<file path="config.mk">
export PLATFORM = sky130hd
export DESIGN_NAME = ps2_mouse_host_link
export DESIGN_NICKNAME = d
export VERILOG_FILES = /design/src/design/ps2mh_pkg.sv /design/src/design/ps2_mouse_host_link.sv
export SDC_FILE = /design/constraint.sdc
export NUM_CORES = 1
export LEC_CHECK = 0
export ABC_CLOCK_PERIOD_IN_PS = 7600
export BUFFER_PORTS_ARGS = -buffer_cell sky130_fd_sc_hd__buf_2
export CELL_PAD_IN_SITES_DETAIL_PLACEMENT = 1
export CELL_PAD_IN_SITES_GLOBAL_PLACEMENT = 1
export CORE_MARGIN = 5
export CORE_UTILIZATION = 40
export DETAILED_ROUTE_END_ITERATION = 8
export GPL_TIMING_DRIVEN = 0
export PLACE_DENSITY = 0.72
export SLEW_MARGIN = 15
export SYNTH_ARGS = -nofsm -noshare
export SYNTH_HDL_FRONTEND = slang
export SYNTH_SLANG_ARGS = --single-unit
</file>
<file path="constraint.sdc">
create_clock -name i_clk -period 7.6 [get_ports i_clk]
set_input_delay 1.52 -clock i_clk [delete_from_list [all_inputs] [get_ports i_clk]]
set_output_delay 1.52 -clock i_clk [all_outputs]
set_load 0.01 [all_outputs]
</file>
<file path="src/design/ps2mh_pkg.sv">
// ----------------------------------------------------------------------------
// ps2mh_pkg
// Shared constants and bit positions for the PS/2 mouse host link: protocol
// bytes, frame bit counts and the packing of the stream beats.
// ----------------------------------------------------------------------------
package ps2mh_pkg;

    // Stream beat widths (fields packed from bit 0 up, padded to whole bytes).
    localparam int IN_DATA_W  = 16;
    localparam int OUT_DATA_W = 40;

    // Output beat bit positions.
    localparam int OB_DRIVE_DATA   = 0;
    localparam int OB_DRIVE_ACTIVE = 1;
    localparam int OB_CLOCK_HOLD   = 2;
    localparam int OB_REPORT_VALID = 3;
    localparam int OB_BUTTONS_LO   = 4;
    localparam int OB_MOVE_X_LO    = 7;
    localparam int OB_MOVE_Y_LO    = 15;
    localparam int OB_WHEEL_LO     = 23;
    localparam int OB_STREAM_ON    = 31;
    localparam int OB_PARITY_ERROR = 32;

    // Input beat kinds carried on tuser.
    localparam logic OP_CLK_EDGE = 1'b0;
    localparam logic OP_SEND_REQ = 1'b1;

    // Command and reply bytes.
    localparam logic [7:0] CMD_ENABLE_REPORT = 8'hF4;
    localparam logic [7:0] RSP_ACK           = 8'hFA;
    localparam logic [7:0] RSP_RESEND        = 8'hFE;
    localparam logic [7:0] RSP_ERROR         = 8'hFC;
    localparam logic [7:0] ID_WHEEL          = 8'h03;
    localparam logic [7:0] ID_FIVE_BUTTON    = 8'h04;

    // Frame bit counts.
    localparam logic [3:0] CNT_IDLE   = 4'd0;
    localparam logic [3:0] CNT_LAST_D = 4'd8;
    localparam logic [3:0] CNT_PARITY = 4'd9;
    localparam logic [3:0] CNT_STOP   = 4'd10;
    localparam logic [3:0] CNT_TX_END = 4'd11;

    // Packet byte indexes.
    localparam logic [1:0] PKT_LAST_STD   = 2'd2;
    localparam logic [1:0] PKT_LAST_WHEEL = 2'd3;

    // One result of the link.
    typedef struct packed {
        logic       parity_error;
        logic       stream_on;
        logic [7:0] wheel;
        logic [7:0] move_y;
        logic [7:0] move_x;
        logic [2:0] buttons;
        logic       report_valid;
        logic       clock_hold;
        logic       drive_active;
        logic       drive_data;
    } t_result;

endpackage

</file>
<file path="src/design/ps2_mouse_host_link.sv">
// A beat accepted on the slave side passes through the input register and then
// the result register before it is presented on the master side.
// Throughput: one beat per cycle unless the master side stalls; the per-edge
// step is a single pass of logic. Stalls on the master side back up through
// the input register only. Reset (i_rst_n low, synchronous) clears link state
// and both valid flags; the three-entry packet store is not cleared.
// ----------------------------------------------------------------------------
// ps2_mouse_host_link
// Host side of a PS/2 mouse link. Each input beat is a device clock falling
// edge with the sampled data level, or a request to send a command byte.
// ----------------------------------------------------------------------------
module ps2_mouse_host_link (
    input  logic                                 i_clk,
    input  logic                                 i_rst_n,
    // Input beats.
    input  logic                                 s_axis_tvalid,
    output logic                                 s_axis_tready,
    // [0] data_bit, [8:1] send_byte, [15:9] zero.
    input  logic [ps2mh_pkg::IN_DATA_W-1:0]      s_axis_tdata,
    // [0] opcode.
    input  logic                                 s_axis_tuser,
    // Result beats.
    output logic                                 m_axis_tvalid,
    input  logic                                 m_axis_tready,
    // [0] drive_data, [1] drive_active, [2] clock_hold, [3] report_valid,
    // [6:4] buttons, [14:7] move_x, [22:15] move_y, [30:23] wheel,
    // [31] stream_on, [32] parity_error, [39:33] zero.
    output logic [ps2mh_pkg::OUT_DATA_W-1:0]     m_axis_tdata
);
    import ps2mh_pkg::*;

    // Input register.
    logic       r_in_valid;
    logic       r_in_op;
    logic       r_in_bit;
    logic [7:0] r_in_byte;

    // Link state.
    logic [3:0] r_count, n_count;
    logic [7:0] r_rx_shift, n_rx_shift;
    logic       r_rx_active, n_rx_active;
    logic       r_tx_active, n_tx_active;
    logic       r_tx_pending, n_tx_pending;
    logic [7:0] r_tx_byte, n_tx_byte;
    logic [1:0] r_pkt_idx, n_pkt_idx;
    logic       r_stream, n_stream;
    logic       r_wheel, n_wheel;
    logic [7:0] r_pkt_store [3];
    logic       n_store_we;

    // Result register.
    logic       r_out_valid;
    t_result    r_out, n_out;

    logic       advance;
    logic       step;
    logic [1:0] last_idx;
    logic       parity_ok;
    logic       resend;
    logic [7:0] pkt_b0, pkt_b1, pkt_b2, pkt_b3;

    // Handshake: the result register frees when empty or taken.
    assign advance       = !r_out_valid || m_axis_tready;
    assign step          = r_in_valid && advance;
    assign s_axis_tready = !r_in_valid || advance;

    // Input register.
    always_ff @(posedge i_clk) begin
        if (!i_rst_n) begin
            r_in_valid <= 1'b0;
        end else if (s_axis_tready) begin
            r_in_valid <= s_axis_tvalid;
        end
        if (s_axis_tvalid && s_axis_tready) begin
            r_in_op   <= s_axis_tuser;
            r_in_bit  <= s_axis_tdata[0];
            r_in_byte <= s_axis_tdata[8:1];
        end
    end

    // Packet bytes as seen at the parity edge: the byte in flight replaces
    // the stored entry at the current index.
    assign last_idx = r_wheel ? PKT_LAST_WHEEL : PKT_LAST_STD;
    assign pkt_b0   = (r_pkt_idx == 2'd0) ? r_rx_shift : r_pkt_store[0];
    assign pkt_b1   = (r_pkt_idx == 2'd1) ? r_rx_shift : r_pkt_store[1];
    assign pkt_b2   = (r_pkt_idx == 2'd2) ? r_rx_shift : r_pkt_store[2];
    assign pkt_b3   = (r_pkt_idx == 2'd3) ? r_rx_shift : 8'd0;
    assign parity_ok = ^{r_rx_shift, r_in_bit};

    // One step of the link for the item in the input register.
    always_comb begin
        n_count      = r_count;
        n_rx_shift   = r_rx_shift;
        n_rx_active  = r_rx_active;
        n_tx_active  = r_tx_active;
        n_tx_pending = r_tx_pending;
        n_tx_byte    = r_tx_byte;
        n_pkt_idx    = r_pkt_idx;
        n_stream     = r_stream;
        n_wheel      = r_wheel;
        n_store_we   = 1'b0;
        resend       = 1'b0;
        n_out        = '0;

        if (r_in_op == OP_SEND_REQ) begin
            // A request waits only when a frame needs nothing but its stop bit.
            n_tx_byte = r_in_byte;
            if (!r_tx_active && r_rx_active && r_count == CNT_STOP) begin
                n_tx_pending = 1'b1;
            end else begin
                n_rx_active      = 1'b0;
                n_tx_active      = 1'b1;
                n_tx_pending     = 1'b0;
                n_count          = CNT_IDLE;
                n_out.clock_hold = 1'b1;
            end
        end else if (r_tx_active) begin
            // Transmit: data bits, odd parity, stop, then release.
            n_count = r_count + 4'd1;
            if (n_count >= 4'd1 && n_count <= CNT_LAST_D) begin
                n_out.drive_data   = r_tx_byte[3'(n_count - 4'd1)];
                n_out.drive_active = 1'b1;
            end else if (n_count == CNT_PARITY) begin
                n_out.drive_data   = ~(^r_tx_byte);
                n_out.drive_active = 1'b1;
            end else if (n_count == CNT_STOP) begin
                n_out.drive_data   = 1'b1;
                n_out.drive_active = 1'b1;
            end else begin
                n_tx_active = 1'b0;
                n_count     = CNT_IDLE;
            end
        end else begin
            // Receive.
            if (r_count == CNT_IDLE) begin
                n_rx_active = 1'b1;
                n_rx_shift  = 8'd0;
                n_count     = 4'd1;
            end else if (r_count <= CNT_LAST_D) begin
                n_rx_shift = r_rx_shift | (8'(r_in_bit) << 3'(r_count - 4'd1));
                n_count    = r_count + 4'd1;
            end else if (r_count == CNT_PARITY) begin
                n_out.parity_error = !parity_ok;
                if (parity_ok && r_stream && r_pkt_idx == last_idx) begin
                    n_out.report_valid = 1'b1;
                    n_out.buttons      = pkt_b0[2:0];
                    n_out.move_x       = pkt_b1;
                    n_out.move_y       = 8'd0 - pkt_b2;
                    n_out.wheel        = r_wheel ? (8'd0 - pkt_b3) : 8'd0;
                end
                n_count = CNT_STOP;
            end else begin
                // Stop edge: store a packet byte or act on a command reply, then start any resend or waiting send.
                n_rx_active = 1'b0;
                n_count     = CNT_IDLE;
                if (r_stream) begin
                    n_store_we = (r_pkt_idx != 2'd3);
                    n_pkt_idx  = (r_pkt_idx >= last_idx) ? 2'd0 : r_pkt_idx + 2'd1;
                end else begin
                    case (r_rx_shift)
                        RSP_ACK: begin
                            if (r_tx_byte == CMD_ENABLE_REPORT) begin
                                n_stream  = 1'b1;
                                n_pkt_idx = 2'd0;
                            end
                        end
                        RSP_RESEND, RSP_ERROR: begin
                            resend = 1'b1;
                        end
                        ID_WHEEL, ID_FIVE_BUTTON: begin
                            n_wheel = 1'b1;
                        end
                        default: begin
                        end
                    endcase
                end
                if (resend || r_tx_pending) begin
                    n_rx_active      = 1'b0;
                    n_tx_active      = 1'b1;
                    n_tx_pending     = 1'b0;
                    n_count          = CNT_IDLE;
                    n_out.clock_hold = 1'b1;
                end
            end
        end
        n_out.stream_on = n_stream;
    end

    // Link state registers.
    always_ff @(posedge i_clk) begin
        if (!i_rst_n) begin
            r_count      <= CNT_IDLE;
            r_rx_shift   <= 8'd0;
            r_rx_active  <= 1'b0;
            r_tx_active  <= 1'b0;
            r_tx_pending <= 1'b0;
            r_tx_byte    <= 8'd0;
            r_pkt_idx    <= 2'd0;
            r_stream     <= 1'b0;
            r_wheel      <= 1'b0;
        end else if (step) begin
            r_count      <= n_count;
            r_rx_shift   <= n_rx_shift;
            r_rx_active  <= n_rx_active;
            r_tx_active  <= n_tx_active;
            r_tx_pending <= n_tx_pending;
            r_tx_byte    <= n_tx_byte;
            r_pkt_idx    <= n_pkt_idx;
            r_stream     <= n_stream;
            r_wheel      <= n_wheel;
        end
    end

    // Packet store, written at the stop edge of a stream byte.
    always_ff @(posedge i_clk) begin
        if (step && n_store_we) begin
            r_pkt_store[r_pkt_idx] <= r_rx_shift;
        end
    end

    // Result register.
    always_ff @(posedge i_clk) begin
        if (!i_rst_n) begin
            r_out_valid <= 1'b0;
        end else if (step) begin
            r_out_valid <= 1'b1;
        end else if (m_axis_tready) begin
            r_out_valid <= 1'b0;
        end
        if (step) begin
            r_out <= n_out;
        end
    end

    assign m_axis_tvalid = r_out_valid;
    assign m_axis_tdata  = {7'd0, r_out};

endmodule

</file>
==> run summary <==
Clock Skew - 5.63 ps
Crit path top cell by count - buf_2
min Tclk post-route - 3580 ps
FMAX - 0.279 GHz
Synth top area share - 40.2%
Initial Utilization - 40.8%
largest net degree at the start of global routing - 32
worst hold endpoint - r_pkt_store[1][7]
Final Power - 1090 uW
syn avg cell area - 10.5 um2
period utilization - 47.1%
post-route ant nets - 0
cell family with most CP delay - simple AND/OR/NAND/NOR gates
Iter 0 DRT Violations - 102
CTS Hold Bufs - 0
CP max FO - 3
post-synth design cell area - 0.00464 mm2
max cap viols - 0
IO Port Bufs - 47
P_leak - 0.00186 uW
reg2reg start - r_count[0]
first-pass GRT wire length - 18,200 um
antenna violations before repair - 0
Nets - 543
Yosys top cell by area - edfxtp_1
DR pass1 iterations - 4
Max Slew Vio Count - 0
post-CTS setup buffers - 0
grt ovf - 0
Area Growth Syn to Fin - 16.7%
cts bufs inserted - 9
Gate Count Post-Synth - 441
critical path endpoint category - output port
Core Util, Final - 47.6%
Worst Path Required - 6080 ps
Reg2Reg Depth - 8
Die ar. - 0.0138 mm2
RSZ-0062 raised after global routing - false
ANT cells - 0
Area contributors post-synth - edfxtp_1 40%, dfxtp_1 13%, ha_1 4.3%
final setup violation count - 0
Yosys Warn Count - 0
Worst R2R End - r_pkt_store[1][1]
final hold violation count - 0
CP cell instances - buf_2 -> nor2b_1 -> nand2_1 -> buf_2
status - finished, final reports clean
via-per-instance ratio - 5.27
slowest cell on the critical path - nor2b_1
Filler cells - 1,288
setup TNS - 0 ps
top_reg_cell synth - edfxtp_1
via count - 3,448
FF-to-FF setup slack - 4600 ps
post-synth cell types - 53
CTS tree - built
Setup crit start kind - primary input
clk_lat worst skew - 340 ps
min-delay src - r_rx_shift[7]
drt wl/cell - 16.7 um
post-CTS resize count - 0
P per Cell Area - 202 mW/mm2
core footprint - 0.0114 mm2
All-Layer GR Usage - 16.3%
die height - 118 um
slew margin rel. - 54.6%
Synth top cells by count - 62 x edfxtp_1, 43 x nor2_1, 31 x a21oi_1, 30 x nand2_1, 29 x dfxtp_1
Min Hold Slack - 465 ps
total length of routed wires - 11,000 um
Peak VDD IR - 91.2 uV
HP Class - reg2reg
Post-synth EDFFs - 62
Root Driver - clkbuf_16
Worst Path Buf+Inv - 2
Die W - 118 um
Detailed Place HPWL - 7930 um
share of layout cells above drive strength 1 - 16.8%
asr flop ratio synth - 0%
Least-Margin Pin Slew - 675 ps
Critical Path AT - 2060 ps
GPL Wtd Cong - 0.847
Ports - 63
Max stage delay on crit path - 200 ps
CTS H-Tree Depth - 3
kind of critical path - in2out
Clock transition at path regs - 70 ps
CTS Buffer Depth - 2
vias in the first global route - 3,607
Core Rows - 39
Post-route DRC - 0
sequential share of the synthesized area - 52.7%
worst hold stages - 0
Sink Count - 91
most frequent cell after synthesis - edfxtp_1
FF+latch count, synth - 91
-- sequential cells by signal, indices dropped and copies added (netlist names) --
name / flops
r_pkt_idx: 2
r_in_valid: 1
r_in_op: 1
r_wheel: 1
r_rx_active: 1
r_tx_byte: 8
r_in_bit: 1
r_in_byte: 8
r_pkt_store: 19
r_tx_active: 1
m_axis_tvalid: 1
r_tx_pending: 1
r_rx_shift: 8
r_count: 4
r_stream: 1
m_axis_tdata: 33
-- worst max path at each step --
stage / from / slack, ps / endpoint / cells past startpoint
2_1_floorplan: m_axis_tready / 4010 / r_tx_pending / 7
3_3_place_gp: m_axis_tready / 3170 / r_tx_pending / 8
3_5_place_dp: m_axis_tready / 4020 / s_axis_tready / 4
4_1_cts: m_axis_tready / 4010 / s_axis_tready / 4
5_1_grt: m_axis_tready / 3930 / s_axis_tready / 4
6_report: m_axis_tready / 4020 / s_axis_tready / 4
-- stage by stage --
step	setup WS, ps	cells	area, um2
finish	4020	654	5410
global route	3930	654	5410
CTS	4010	654	5410
detailed placement	4020	638	5090
global placement	3170	637	5070
floorplan	4010	447	4660
-- metal layers --
metal  wire length [um]  global-route usage, %
met2               5690                   29.3
met3                475                   4.18
met1               4590                   18.5
met5                  0                      0
met4                199                   5.66
-- logic make-up after synthesis --
group,after synthesis,synth area share [%]
simple gates,160,17.4
flops,91,52.7
compound gates,79,10.3
buf+inv,47,4.86
xor+xnor,24,4.83
mux,22,5.29
fa+ha+maj,17,4.53
other cells,1,0.0809
-- report_power, final --
| part | total [uW] | leakage [uW] | internal, uW | switching [uW] |
|---|---|---|---|---|
| clock | 479 | 0.000149 | 289 | 190 |
| combinational | 65.7 | 0.000948 | 25.2 | 40.5 |
| sequential | 547 | 0.000758 | 541 | 5.97 |
-- worst register-to-register path, delay by kind of cell, from the launching register on --
kind | cells | cell delay [ps]
buffers and inverters | 2 | 560
AOI/OAI and AO/OA | 1 | 200
DFF | 1 | 400
and+or+nand+nor | 4 | 1220
adders and majority gates | 1 | 270
-- final cells by class --
cell class / instances / area [um2] / share of cell area, %
buffer: 33 / 174 / 3.21
clock buffer: 10 / 229 / 4.23
clock inverter: 6 / 88.8 / 1.64
inverter: 14 / 52.6 / 0.971
multi-input combinational: 309 / 1990 / 36.8
sequential: 91 / 2440 / 45.1
tap: 143 / 179 / 3.31
timing repair buffer: 48 / 255 / 4.72
-- placed cells by master, fill, tap and decap left out, drive strengths merged, types with 4 or more instances in the layout --
cell type / instances
a21oi: 31
a31oi: 4
and2: 7
and3: 4
buf: 65
clkbuf: 26
conb: 7
dfxtp: 29
edfxtp: 62
ha: 16
inv: 14
mux2i: 20
nand2: 30
nand2b: 7
nand3: 17
nor2: 43
nor2b: 7
nor3: 18
nor3b: 5
o21a: 9
o21ai: 18
or3: 5
xnor2: 18
xor2: 5
Power figures use the tool's default switching activity.
